==> src/hw/rtl/trd_pkg.sv <==
package trd_pkg;

    localparam int BYTE_W   = 8;
    localparam int COUNT_W  = 7;
    localparam int RUN_W    = 8;
    localparam int DIM_W    = 16;
    localparam int TOTAL_W  = 32;
    localparam int PB_W     = 3;
    localparam int CFG_AW   = 2;
    localparam int POS_W    = 2;

    localparam int QUEUE_DEPTH_DEFAULT = 2;

    // register indexes on the config port
    localparam logic [CFG_AW-1:0] CFG_PIXEL_BYTES  = 2'd0;
    localparam logic [CFG_AW-1:0] CFG_IMAGE_WIDTH  = 2'd1;
    localparam logic [CFG_AW-1:0] CFG_IMAGE_HEIGHT = 2'd2;

    localparam logic [PB_W-1:0]  PIXEL_BYTES_RESET = 3'd3;
    localparam logic [PB_W-1:0]  PIXEL_BYTES_WIDE  = 3'd4;
    localparam logic [DIM_W-1:0] DIM_RESET         = 16'd1;

    // byte slots inside a pixel (B,G,R,A order on the wire)
    localparam logic [POS_W-1:0] POS_BLUE  = 2'd0;
    localparam logic [POS_W-1:0] POS_GREEN = 2'd1;
    localparam logic [POS_W-1:0] POS_RED   = 2'd2;
    localparam logic [POS_W-1:0] POS_ALPHA = 2'd3;

    localparam int HDR_REPEAT_BIT = 7;

    // one decoded pixel, classified, waiting for run accounting
    typedef struct packed {
        logic [BYTE_W-1:0]  red;
        logic [BYTE_W-1:0]  green;
        logic [BYTE_W-1:0]  blue;
        logic               is_repeat;
        logic [COUNT_W-1:0] count;
        logic               more;
        logic               fresh;
    } pixel_token_t;

    typedef struct packed {
        logic done;
        logic fresh_taken;
    } back_status_t;

endpackage

==> src/hw/rtl/trd_queue.sv <==
module trd_queue #(
    parameter int DEPTH = trd_pkg::QUEUE_DEPTH_DEFAULT
) (
    input  logic                  aclk,
    input  logic                  aresetn,
    input  logic                  push,
    input  trd_pkg::pixel_token_t push_data,
    input  logic                  pop,
    output trd_pkg::pixel_token_t head,
    output logic                  empty,
    output logic                  full
);
    import trd_pkg::*;

    // DEPTH must be a power of two, at least 2
    localparam int PW = $clog2(DEPTH);
    localparam int CW = $clog2(DEPTH + 1);

    pixel_token_t          slot_reg [DEPTH];
    logic [PW-1:0]         wr_ptr_reg, wr_ptr_next;
    logic [PW-1:0]         rd_ptr_reg, rd_ptr_next;
    logic [CW-1:0]         count_reg, count_next;

    assign empty = (count_reg == '0);
    assign full  = (count_reg == CW'(DEPTH));
    assign head  = slot_reg[rd_ptr_reg];

    always_comb begin
        wr_ptr_next = push ? wr_ptr_reg + PW'(1) : wr_ptr_reg;
        rd_ptr_next = pop  ? rd_ptr_reg + PW'(1) : rd_ptr_reg;
        count_next  = count_reg;
        if (push && !pop) begin
            count_next = count_reg + CW'(1);
        end else if (pop && !push) begin
            count_next = count_reg - CW'(1);
        end
    end

    always_ff @(posedge aclk) begin
        if (!aresetn) begin
            wr_ptr_reg <= '0;
            rd_ptr_reg <= '0;
            count_reg  <= '0;
        end else begin
            wr_ptr_reg <= wr_ptr_next;
            rd_ptr_reg <= rd_ptr_next;
            count_reg  <= count_next;
        end
    end

    always_ff @(posedge aclk) begin
        if (push) begin
            slot_reg[wr_ptr_reg] <= push_data;
        end
    end

    assert property (@(posedge aclk) disable iff (!aresetn)
        count_reg <= CW'(DEPTH))
        else $error("queue occupancy beyond depth");

endmodule

==> src/hw/rtl/trd_front.sv <==
module trd_front #(
    parameter int QUEUE_DEPTH = trd_pkg::QUEUE_DEPTH_DEFAULT
) (
    input  logic                         aclk,
    input  logic                         aresetn,
    input  logic                         accept,
    input  logic [trd_pkg::BYTE_W-1:0]   data_byte,
    input  logic                         frame_start,
    input  logic [trd_pkg::PB_W-1:0]     pixel_bytes,
    input  logic                         total_zero,
    input  trd_pkg::back_status_t        back_status,
    output logic                         push,
    output trd_pkg::pixel_token_t        token
);
    import trd_pkg::*;

    localparam int FW = $clog2(QUEUE_DEPTH + 1);

    logic               expect_hdr_reg, expect_hdr_next;
    logic               repeat_reg, repeat_next;
    logic [COUNT_W-1:0] count_reg, count_next;
    logic [POS_W-1:0]   pos_reg, pos_next;
    logic [BYTE_W-1:0]  red_reg, red_next;
    logic [BYTE_W-1:0]  green_reg, green_next;
    logic [BYTE_W-1:0]  blue_reg, blue_next;
    logic               fresh_tag_reg, fresh_tag_next;
    logic [FW-1:0]      fresh_cnt_reg, fresh_cnt_next;

    logic               cur_exp, cur_rep, cur_fresh, pending, gate;
    logic [COUNT_W-1:0] cur_cnt;
    logic [POS_W-1:0]   cur_pos, last_pos;

    // frame_start clears decode state before the byte is looked at
    assign cur_exp   = frame_start | expect_hdr_reg;
    assign cur_rep   = frame_start ? 1'b0 : repeat_reg;
    assign cur_cnt   = frame_start ? '0 : count_reg;
    assign cur_pos   = frame_start ? POS_BLUE : pos_reg;
    assign cur_fresh = frame_start | fresh_tag_reg;
    assign last_pos  = (pixel_bytes == PIXEL_BYTES_WIDE) ? POS_ALPHA : POS_RED;

    // Until the back end has seen the new frame's first pixel its
    // done flag still belongs to the old frame; only a zero size counts.
    assign pending = fresh_tag_reg | (fresh_cnt_reg != '0);
    assign gate    = (frame_start || pending) ? total_zero : back_status.done;

    always_comb begin
        expect_hdr_next = expect_hdr_reg;
        repeat_next     = repeat_reg;
        count_next      = count_reg;
        pos_next        = pos_reg;
        red_next        = red_reg;
        green_next      = green_reg;
        blue_next       = blue_reg;
        fresh_tag_next  = fresh_tag_reg;
        push            = 1'b0;
        if (accept) begin
            expect_hdr_next = cur_exp;
            repeat_next     = cur_rep;
            count_next      = cur_cnt;
            pos_next        = cur_pos;
            fresh_tag_next  = cur_fresh;
            if (!gate) begin
                if (cur_exp) begin
                    repeat_next     = data_byte[HDR_REPEAT_BIT];
                    count_next      = data_byte[COUNT_W-1:0];
                    expect_hdr_next = 1'b0;
                    pos_next        = POS_BLUE;
                end else begin
                    case (cur_pos)
                        POS_BLUE:  blue_next  = data_byte;
                        POS_GREEN: green_next = data_byte;
                        POS_RED:   red_next   = data_byte;
                        default:   ;
                    endcase
                    if (cur_pos < last_pos) begin
                        pos_next = cur_pos + POS_W'(1);
                    end else begin
                        pos_next       = POS_BLUE;
                        push           = 1'b1;
                        fresh_tag_next = 1'b0;
                        if (cur_rep || cur_cnt == '0) begin
                            expect_hdr_next = 1'b1;
                        end else begin
                            count_next = cur_cnt - COUNT_W'(1);
                        end
                    end
                end
            end
        end
    end

    always_comb begin
        token.red       = red_next;
        token.green     = green_next;
        token.blue      = blue_next;
        token.is_repeat = cur_rep;
        token.count     = cur_cnt;
        token.more      = !cur_rep && (cur_cnt != '0);
        token.fresh     = cur_fresh;
    end

    always_comb begin
        fresh_cnt_next = fresh_cnt_reg;
        case ({push && token.fresh, back_status.fresh_taken})
            2'b10:   fresh_cnt_next = fresh_cnt_reg + FW'(1);
            2'b01:   fresh_cnt_next = fresh_cnt_reg - FW'(1);
            default: fresh_cnt_next = fresh_cnt_reg;
        endcase
    end

    always_ff @(posedge aclk) begin
        if (!aresetn) begin
            expect_hdr_reg <= 1'b1;
            repeat_reg     <= 1'b0;
            count_reg      <= '0;
            pos_reg        <= POS_BLUE;
            fresh_tag_reg  <= 1'b0;
            fresh_cnt_reg  <= '0;
        end else begin
            expect_hdr_reg <= expect_hdr_next;
            repeat_reg     <= repeat_next;
            count_reg      <= count_next;
            pos_reg        <= pos_next;
            fresh_tag_reg  <= fresh_tag_next;
            fresh_cnt_reg  <= fresh_cnt_next;
        end
    end

    always_ff @(posedge aclk) begin
        red_reg   <= red_next;
        green_reg <= green_next;
        blue_reg  <= blue_next;
    end

    assert property (@(posedge aclk) disable iff (!aresetn)
        fresh_cnt_reg <= FW'(QUEUE_DEPTH))
        else $error("more new-frame pixels in flight than queue slots");

endmodule

==> src/hw/rtl/trd_back.sv <==
module trd_back (
    input  logic                          aclk,
    input  logic                          aresetn,
    input  logic [trd_pkg::TOTAL_W-1:0]   total,
    input  trd_pkg::pixel_token_t         head,
    input  logic                          q_empty,
    output logic                          pop,
    output trd_pkg::back_status_t         back_status,
    output logic                          m_valid,
    input  logic                          m_ready,
    output logic [trd_pkg::BYTE_W-1:0]    m_red,
    output logic [trd_pkg::BYTE_W-1:0]    m_green,
    output logic [trd_pkg::BYTE_W-1:0]    m_blue,
    output logic [trd_pkg::RUN_W-1:0]     m_run_length,
    output logic                          m_last_run,
    output logic                          m_overrun
);
    import trd_pkg::*;

    logic [TOTAL_W-1:0] pixels_done_reg, pixels_done_next;
    logic               image_done_reg, image_done_next;
    logic               m_valid_reg, m_valid_next;
    logic [BYTE_W-1:0]  m_red_reg, m_green_reg, m_blue_reg;
    logic [RUN_W-1:0]   m_run_length_reg;
    logic               m_last_run_reg, m_overrun_reg;

    logic [TOTAL_W-1:0] pd_eff, left;
    logic               id_eff, done, left_narrow, clip;
    logic [RUN_W-1:0]   run_rep, run;
    logic               last, over;

    assign pop = !q_empty && (!m_valid_reg || m_ready);

    // a new frame's first pixel restarts the count
    assign pd_eff      = head.fresh ? '0 : pixels_done_reg;
    assign id_eff      = head.fresh ? 1'b0 : image_done_reg;
    assign done        = id_eff || (pd_eff >= total);
    assign left        = total - pd_eff;
    assign left_narrow = (left[TOTAL_W-1:RUN_W] == '0);
    assign run_rep     = RUN_W'(head.count) + RUN_W'(1);
    assign clip        = left_narrow && (left[RUN_W-1:0] < run_rep);

    always_comb begin
        if (head.is_repeat) begin
            run  = clip ? left[RUN_W-1:0] : run_rep;
            last = left_narrow && (left[RUN_W-1:0] <= run_rep);
            over = clip;
        end else begin
            run  = RUN_W'(1);
            last = (left == TOTAL_W'(1));
            over = last && head.more;
        end
    end

    always_comb begin
        pixels_done_next = pixels_done_reg;
        image_done_next  = image_done_reg;
        m_valid_next     = m_valid_reg && !m_ready;
        if (pop) begin
            pixels_done_next = pd_eff;
            image_done_next  = id_eff;
            if (!done) begin
                pixels_done_next = pd_eff + TOTAL_W'(run);
                image_done_next  = last;
                m_valid_next     = 1'b1;
            end
        end
    end

    always_ff @(posedge aclk) begin
        if (!aresetn) begin
            pixels_done_reg <= '0;
            image_done_reg  <= 1'b0;
            m_valid_reg     <= 1'b0;
        end else begin
            pixels_done_reg <= pixels_done_next;
            image_done_reg  <= image_done_next;
            m_valid_reg     <= m_valid_next;
        end
    end

    always_ff @(posedge aclk) begin
        if (pop && !done) begin
            m_red_reg        <= head.red;
            m_green_reg      <= head.green;
            m_blue_reg       <= head.blue;
            m_run_length_reg <= run;
            m_last_run_reg   <= last;
            m_overrun_reg    <= over;
        end
    end

    assign back_status.done        = image_done_reg || (pixels_done_reg >= total);
    assign back_status.fresh_taken = pop && head.fresh;

    assign m_valid      = m_valid_reg;
    assign m_red        = m_red_reg;
    assign m_green      = m_green_reg;
    assign m_blue       = m_blue_reg;
    assign m_run_length = m_run_length_reg;
    assign m_last_run   = m_last_run_reg;
    assign m_overrun    = m_overrun_reg;

    assert property (@(posedge aclk) disable iff (!aresetn)
        m_valid_reg && m_overrun_reg |-> m_last_run_reg)
        else $error("clipped run not marked as last");

    assert property (@(posedge aclk) disable iff (!aresetn)
        m_valid_reg |-> m_run_length_reg != '0)
        else $error("zero-length run emitted");

endmodule

==> src/hw/rtl/tga_rle_pixel_decoder.sv <==
// Channel  | Ports                                  | Carries
// ---------+----------------------------------------+-------------------------------
// input    | s_valid s_ready s_data_byte            | one coded byte per transaction
//          | s_frame_start                          |
// output   | m_valid m_ready m_red m_green m_blue   | one RGB run per transaction
//          | m_run_length m_last_run m_overrun      |
// config   | cfg_wr_en cfg_addr cfg_wr_data         | register write, no wait
//
// One byte is taken every clock while s_ready is high; the front end classifies
// it in that cycle. With the output side free, the pixel that a byte completes
// is written to a queue slot and then to the output register, which raises
// m_valid.
// s_ready drops only while the pixel queue is full: the output register holds a
// stalled result and QUEUE_DEPTH more pixels wait behind it. While it is low
// every byte waits, header and partial-pixel bytes included.
// Reset is synchronous and active low; no clearing pass is needed.
module tga_rle_pixel_decoder #(
    parameter int QUEUE_DEPTH = trd_pkg::QUEUE_DEPTH_DEFAULT
) (
    input  logic                          aclk,
    input  logic                          aresetn,
    // coded byte stream
    input  logic                          s_valid,
    output logic                          s_ready,
    input  logic [trd_pkg::BYTE_W-1:0]    s_data_byte,
    input  logic                          s_frame_start,
    // decoded runs
    output logic                          m_valid,
    input  logic                          m_ready,
    output logic [trd_pkg::BYTE_W-1:0]    m_red,
    output logic [trd_pkg::BYTE_W-1:0]    m_green,
    output logic [trd_pkg::BYTE_W-1:0]    m_blue,
    output logic [trd_pkg::RUN_W-1:0]     m_run_length,
    output logic                          m_last_run,
    output logic                          m_overrun,
    // configuration
    input  logic                          cfg_wr_en,
    input  logic [trd_pkg::CFG_AW-1:0]    cfg_addr,
    input  logic [trd_pkg::DIM_W-1:0]     cfg_wr_data
);
    import trd_pkg::*;

    // configuration registers; the pixel total is formed at write time so the
    // run accounting never sits behind a multiplier
    logic [PB_W-1:0]    pixel_bytes_reg, pixel_bytes_next;
    logic [DIM_W-1:0]   width_reg, width_next;
    logic [DIM_W-1:0]   height_reg, height_next;
    logic [TOTAL_W-1:0] total_reg, total_next;

    logic               s_accept;
    logic               push, pop, q_empty, q_full;
    pixel_token_t       push_token, head_token;
    back_status_t       back_status;

    always_comb begin
        pixel_bytes_next = pixel_bytes_reg;
        width_next       = width_reg;
        height_next      = height_reg;
        total_next       = total_reg;
        if (cfg_wr_en) begin
            case (cfg_addr)
                CFG_PIXEL_BYTES: begin
                    pixel_bytes_next = cfg_wr_data[PB_W-1:0];
                end
                CFG_IMAGE_WIDTH: begin
                    width_next = cfg_wr_data;
                    total_next = TOTAL_W'(cfg_wr_data) * TOTAL_W'(height_reg);
                end
                CFG_IMAGE_HEIGHT: begin
                    height_next = cfg_wr_data;
                    total_next  = TOTAL_W'(width_reg) * TOTAL_W'(cfg_wr_data);
                end
                default: ;
            endcase
        end
    end

    always_ff @(posedge aclk) begin
        if (!aresetn) begin
            pixel_bytes_reg <= PIXEL_BYTES_RESET;
            width_reg       <= DIM_RESET;
            height_reg      <= DIM_RESET;
            total_reg       <= TOTAL_W'(DIM_RESET);
        end else begin
            pixel_bytes_reg <= pixel_bytes_next;
            width_reg       <= width_next;
            height_reg      <= height_next;
            total_reg       <= total_next;
        end
    end

    // the queue is the only back-pressure source on the input
    assign s_ready  = !q_full;
    assign s_accept = s_valid && s_ready;

    // front end: header parsing, byte gathering, pixel classification
    trd_front #(
        .QUEUE_DEPTH (QUEUE_DEPTH)
    ) u_front (
        .aclk        (aclk),
        .aresetn     (aresetn),
        .accept      (s_accept),
        .data_byte   (s_data_byte),
        .frame_start (s_frame_start),
        .pixel_bytes (pixel_bytes_reg),
        .total_zero  (total_reg == '0),
        .back_status (back_status),
        .push        (push),
        .token       (push_token)
    );

    // decouples byte intake from output stalls
    trd_queue #(
        .DEPTH (QUEUE_DEPTH)
    ) u_queue (
        .aclk      (aclk),
        .aresetn   (aresetn),
        .push      (push),
        .push_data (push_token),
        .pop       (pop),
        .head      (head_token),
        .empty     (q_empty),
        .full      (q_full)
    );

    // back end: pixel counting, clipping at image end, output register
    trd_back u_back (
        .aclk         (aclk),
        .aresetn      (aresetn),
        .total        (total_reg),
        .head         (head_token),
        .q_empty      (q_empty),
        .pop          (pop),
        .back_status  (back_status),
        .m_valid      (m_valid),
        .m_ready      (m_ready),
        .m_red        (m_red),
        .m_green      (m_green),
        .m_blue       (m_blue),
        .m_run_length (m_run_length),
        .m_last_run   (m_last_run),
        .m_overrun    (m_overrun)
    );

endmodule

==> config.mk <==
export PLATFORM = sky130hd
export DESIGN_NAME = tga_rle_pixel_decoder
export DESIGN_NICKNAME = d
export VERILOG_FILES = /design/src/hw/rtl/trd_pkg.sv /design/src/hw/rtl/trd_queue.sv /design/src/hw/rtl/trd_front.sv /design/src/hw/rtl/trd_back.sv /design/src/hw/rtl/tga_rle_pixel_decoder.sv
export SDC_FILE = /design/constraint.sdc
export NUM_CORES = 2
export LEC_CHECK = 0
export BUFFER_PORTS_ARGS = -buffer_cell sky130_fd_sc_hd__buf_2
export CORE_ASPECT_RATIO = 0.9
export CORE_MARGIN = 4
export CORE_UTILIZATION = 59
export DETAILED_ROUTE_END_ITERATION = 10
export PLACE_DENSITY = 0.79
export SLEW_MARGIN = 20
export SYNTH_ARGS = -nofsm -noshare
export SYNTH_HDL_FRONTEND = slang
export SYNTH_HIERARCHICAL = 1
export SYNTH_SLANG_ARGS = --single-unit
==> constraint.sdc <==
create_clock -name aclk -period 6.8 [get_ports aclk]
set_input_delay 1.36 -clock aclk [delete_from_list [all_inputs] [get_ports aclk]]
set_output_delay 1.36 -clock aclk [all_outputs]
set_load 0.01 [all_outputs]
* Word-level counts from Yosys, hierarchy flattened
Memory sizes are Yosys's and may differ from the RTL's. A register that Yosys moved wholly into a read port is not among the register bits.
Index checks and enable logic that the tools add are counted.
** Storage, ports and cells
- Output and inout port bits :: 36
- Memory bits (writable) :: 68
- Logic and storage cells :: 151
- Memories kept :: 1
- Bits of input ports :: 32
- Register bits after elaboration :: 177
** Memories
- u_queue.slot_reg :: depth 2, width 34, read ports 1, clocked after memory_dff 1, wr ports 1, RTL line trd_queue.sv:19 : pixel_token_t slot_reg [DEPTH];
** Operators by class
- $add $sub $neg :: 11
- Bitwise operators :: 3
- Reduce and logical (&&, ||, !) cells :: 40
- Muxes and demuxes :: 55
- Multipliers :: 2
- Magnitude comparators :: 5
- Equal/unequal tests :: 9
** Operators by type and width (number)
- 8-bit two-way mux :: 14
- 32-bit greater-or-equal comparator :: 2
- 16-bit by 16-bit multiplier with 32-bit output :: 2
- 32-bit two-way mux :: 2
- 32-bit case mux with 2 select lines :: 1
- 7-bit two-way mux :: 5
- 32-bit by 8-bit adder with 32-bit output :: 1
- 32-bit by 1-bit == test with 1-bit output, second input constant :: 1
- 32-bit logical NOT :: 1
- 32-bit subtractor :: 1
- 1-bit two-way mux :: 26
- 24-bit logical NOT :: 1
- 1-bit logical AND :: 12
- 2-bit two-way mux :: 6
- 7-bit by 1-bit adder with 8-bit output, second input constant :: 1
- 2-bit == test, second input constant :: 4
- 8-bit less-or-equal comparator :: 1
- 1-bit logical NOT :: 8
- 8-bit < comparator :: 1
- 2-bit AND reduction :: 4
- 2-bit nonzero test :: 4
- 7-bit logical NOT :: 1
- 7-bit nonzero test :: 1
- 7-bit by 1-bit subtractor with 7-bit output, second input constant :: 1
- 10 further kinds :: 24

* Depth between registers and ports, before layout
- Depth after elaboration :: 11
- Gate-level depth with buffers :: 34

* Hierarchy
The synthesis kept the hierarchy.
** Modules (own cells, without submodules)
- tga_rle_pixel_decoder :: instances 1, area each 19846.5 um2, seq. area each 1341.3 um2, cells each 2296
- trd_back :: instances 1, area each 6870.3 um2, seq. area each 1701.6 um2, cells each 843
- trd_queue :: instances 1, area each 2671.3 um2, seq. area each 2142.1 um2, cells each 128
- trd_front :: instances 1, area each 1854.3 um2, seq. area each 760.7 um2, cells each 193

* Worst setup path after synthesis
No wires, ideal clock.
- Path type :: register -> register
- Start :: reg with a tool-made name
- End :: reg u_back.pixels_done_reg[26]
- Stages on the path, launching flop included :: 35
- Data arrival time :: 7.334 ns
- Library setup time :: 0.119 ns
- Setup slack :: -0.653 ns
- Required time :: 6.681 ns
- Period minus slack after synthesis :: 7.453 ns
- Buffers on the path :: 10
- Path through :: dfxtp_1 > buf_2 > buf_4 > mux2_2 > clkbuf_1 > clkbuf_1 > clkbuf_1 > clkbuf_1 > nand2b_1 > ha_1 > buf_4 > a21o_2 > o21bai_1 > a31oi_1 > o211ai_2 > mux2i_1 > or4b_1 > or4_1 > buf_2 > or3_1 > buf_6 > a31oi_1 > ha_1 > inv_1 > fa_1 > nor2b_1 > o21ai_0 > a21boi_0 > o21ai_0 > a21boi_0 > o21ai_0 > a211oi_1 > clkbuf_1 > nand3_1 > mux2i_1
** RTL lines
- to (signal assigned) :: RTL line trd_back.sv:76 : pixels_done_reg <= pixels_done_next;
- to (decl) :: RTL line trd_back.sv:20 : logic [TOTAL_W-1:0] pixels_done_reg, pixels_done_next;

* Final worst setup path
- Start :: in cfg_wr_data[10] (netlist bit)
- End :: reg total_reg[29]
** On the way
- Longest elaborated chain between the ends :: 2
** RTL lines
- from (decl) :: RTL line tga_rle_pixel_decoder.sv:39 : input logic [trd_pkg::DIM_W-1:0] cfg_wr_data
- 16-bit by 16-bit multiplier with 32-bit output, on equally long branches :: RTL line tga_rle_pixel_decoder.sv:71, tga_rle_pixel_decoder.sv:67
- 32-bit case mux with 2 select lines (*) :: RTL line tga_rle_pixel_decoder.sv:61 : case (cfg_addr)
- to (signal assigned) :: RTL line tga_rle_pixel_decoder.sv:83 : total_reg <= TOTAL_W'(DIM_RESET);
- to (signal assigned) :: RTL line tga_rle_pixel_decoder.sv:88 : total_reg <= total_next;
- to (decl) :: RTL line tga_rle_pixel_decoder.sv:48 : logic [TOTAL_W-1:0] total_reg, total_next;
Every way passes the cells marked *; elsewhere a longest branch is shown, timed or not.
A chain may end at the register's enable or synchronous reset.

==> results.cfg <==
[die]
num_io_pins = 68
dieArea_sq_um = 56700
fp.dieH_um = 226.3
initial_core_util = 0.5998
rows = 79
die_w_um = 250.6
core_sq_um = 52090

[synthesis]
netlist_instances = 3460
ys_seq_area_frac = 0.1903
synth_edf_count = 102
netlist_area_sq_um = 31240
synthesis.nets = 4185
ys_seq_elements = 246
yosys_most_used_dff = dfxtp_1
synth_top_area_cell = fa_1
yosysTopAreaCellShare = 0.2499
synthArstFlopShare = 0
ys_top_cells_by_area = fa_1, ha_1, edfxtp_1, dfxtp_1, inv_1
yosysWarnings = 6
ys_types = 102
avgSynthCellArea_sq_um = 9.030

[sta]
slew_headroom = 0.2806
fin_crit_ns = 6.656
tightestPinTransition_ns = 1.077
grt_setup_unrepaired = yes
whs_ns = 0.4644
fin_ws_ns = 0.1436
fin_crit_sh = 0.9789
clock.fmax_ghz = 0.1502
skew_ns = 0.02805
hold_viol = 0
drv_slew = 0
setup_viol = 0

[routing]
dr.pass1.iters = 6
vias_per_cell = 5.822
routedWlPerCell_um = 18.54
vias = 25160
drc = 0
ant_nets = 0
drtIter0Drc = 2155
drt-total-wl_mm = 80.12

[hold_path]
worstHoldStart = pixel_bytes_reg[2]
holdPathEnd = pixel_bytes_reg[2]
hp-class = reg2reg
holdPathStages = 2

[cts]
cts_root_buffer = clkbuf_16
clockBufferDepth = 3
cts_tree = done
hold_buffers = 0
insertion_delay_ns = 0.59
path_clk_slew_ns = 0.06
cts_sinks = 246
h-tree-depth = 1
numCtsBuffers = 27

[critical_path]
r2r_slack_ns = 0.23
path_cells = buf_2, buf_4, nand2_1, fa_1, fa_1, fa_1, inv_1, fa_1, fa_1, inv_1, fa_1, inv_1, ha_1, o21a_1, o21ai_1, a21oi_2, o41ai_4, buf_4, o2111ai_2, nand2_1, o31ai_1, mux2i_1, a211oi_2
crit_family = adder cells
critPathMaxFanout = 8
path_buf_inv = 6
crit_type = in2reg
crit_slowest_cell = fa_1
cpMostUsedCell = fa_1
r2r_end = u_back/pixels_done_reg[16]
r2r.worst_path.cells = 27
arrival_ns = 7.10
required_ns = 7.25
crit_path_end_kind = register
cpPeakStageDelay_ns = 0.57
cp-start-kind = primary input

[power]
cellLeakagePower_nw = 16.50
power_density_nw_per_um2 = 181.5
p_total_mw = 6.275
vdd.ir_drop.worst_mv = 0.2672

[placed_design]
gp_congestion = 0.9723
place_ws_ns = -0.5592
port-buffer-count = 67
hpwl_mm = 62.64

[global_route]
grt_max_degree = 87
antenna_found_initial = 1
grtUsageTotal = 0.2829
grt_first_pass_wirelength_mm = 131.6
globalRoute.totalOverflow = 0
grt_pass1_vias = 25390

[layout]
nNetsFinal = 4339
layout_common_cells = inv_1, nand2_1, fa_1
largest_register_ff_count = 68
mostFrequentLayoutCell = inv_1
drive_gt1_frac = 0.1365
area_delta_synth_final_pct = 10.69

[run_status]
status = complete, no violations

[job]
cap_violations = 0
-- area by class of cell --
| type | count | area, sq um |
|---|---|---|
| clock inverters | 17 | 152.6 |
| repair buffers | 297 | 2206 |
| flip-flops and latches | 246 | 5946 |
| multi-input cells | 2505 | 22710 |
| diodes | 1 | 2.502 |
| clock buffers | 31 | 690.7 |
| well taps | 688 | 860.8 |
| fillers | 4161 | 17510 |
| inverters | 537 | 2016 |
-- power by group --
group          internal (mW)  switching (mW)  total [mW]
clock network          0.779           0.654        1.43
logic                   1.28            1.71        2.99
registers               1.74           0.120        1.86
-- metal layers --
layer / wire length, um / GRT usage / share of wire
met5: 0 / 0 / 0
met2: 35610 / 0.4460 / 0.44
met3: 6850 / 0.04427 / 0.085
met1: 34910 / 0.4084 / 0.44
met4: 2756 / 0.08481 / 0.034
-- cell families after synthesis --
group / Yosys count / synth area share
flip-flops: 246 / 0.1903
adder cells (fa/ha/maj): 693 / 0.3712
AND/OR/NAND/NOR: 1127 / 0.1810
multiplexers: 84 / 0.02992
buffers and inverters: 709 / 0.08959
XOR/XNOR: 84 / 0.02355
AO/OA/AOI/OAI: 517 / 0.1144
-- per-stage QoR --
step / std cells / setup TNS [ns] / utilization / area (sq um)
final: 4322 / 0 / 0.6639 / 34580
after global routing: 4322 / -0.2633 / 0.6639 / 34580
after CTS: 4313 / 0 / 0.6582 / 34280
after global placement: 4265 / -5.428 / 0.6419 / 33440
after detailed placement: 4265 / -6.361 / 0.6419 / 33440
after floorplan: 3460 / -0.04415 / - / 31390
-- what timing repair did --
item                                    CTS  global route
cloned                                    0             2
resized for setup                         2            47
pin swaps                                 0            16
hold endpoints to repair                  0             0
endpoints found under the setup margin    5            32
buffers inserted                          0             8
-- worst register-to-register path: cells and delay by family (launching register included) --
family | cells | cell delay, ns
multiplexers | 2 | 0.60
XOR/XNOR | 1 | 0.12
AND/OR/NAND/NOR | 8 | 2.23
flip-flops | 1 | 0.35
adder cells (fa/ha/maj) | 3 | 0.91
buffers and inverters | 4 | 0.58
AO/OA/AOI/OAI | 9 | 1.70
-- cells in the mapped netlist (7+ instances only) --
| master | instances |
|---|---|
| mux2i_1 | 20 |
| nor2_1 | 86 |
| o21bai_1 | 23 |
| nand4_1 | 51 |
| o2111ai_1 | 7 |
| and2_1 | 251 |
| xor2_1 | 34 |
| nor3_1 | 17 |
| ha_1 | 303 |
| nand2_1 | 467 |
| nor4_1 | 17 |
| mux2_2 | 59 |
| nor3b_1 | 7 |
| a31o_2 | 13 |
| dfxtp_1 | 144 |
| o221ai_1 | 7 |
| inv_1 | 535 |
| a21boi_0 | 39 |
| and3_1 | 20 |
| nand2b_1 | 48 |
| nand3_1 | 75 |
| clkbuf_1 | 138 |
| buf_2 | 10 |
| a21o_1 | 57 |
| o211a_1 | 11 |
| a211oi_1 | 18 |
| a21oi_1 | 135 |
| o21ai_1 | 8 |
| edfxtp_1 | 102 |
| o21a_1 | 11 |
| o211ai_1 | 18 |
| nor2b_1 | 27 |
| or3_1 | 17 |
| o21ai_0 | 70 |
| xnor2_1 | 50 |
| fa_1 | 390 |
| a31oi_1 | 12 |
| buf_4 | 8 |
| a22oi_1 | 10 |
| buf_6 | 7 |
-- worst max path at each step --
stage	start	to	slack, ns	cells past startpoint
after global routing	register	u_back/pixels_done_reg[16]	-0.05	27
after detailed placement	cfg_wr_data[6]	total_reg[28]	-0.56	23
after floorplan	cfg_wr_data[5]	total_reg[28]	-0.02	22
after CTS	register	u_back/pixels_done_reg[16]	0.02	28
after global placement	cfg_wr_data[6]	total_reg[28]	-0.49	23
final	cfg_wr_data[10]	total_reg[29]	0.14	23
(Power assumes the default switching activity.)
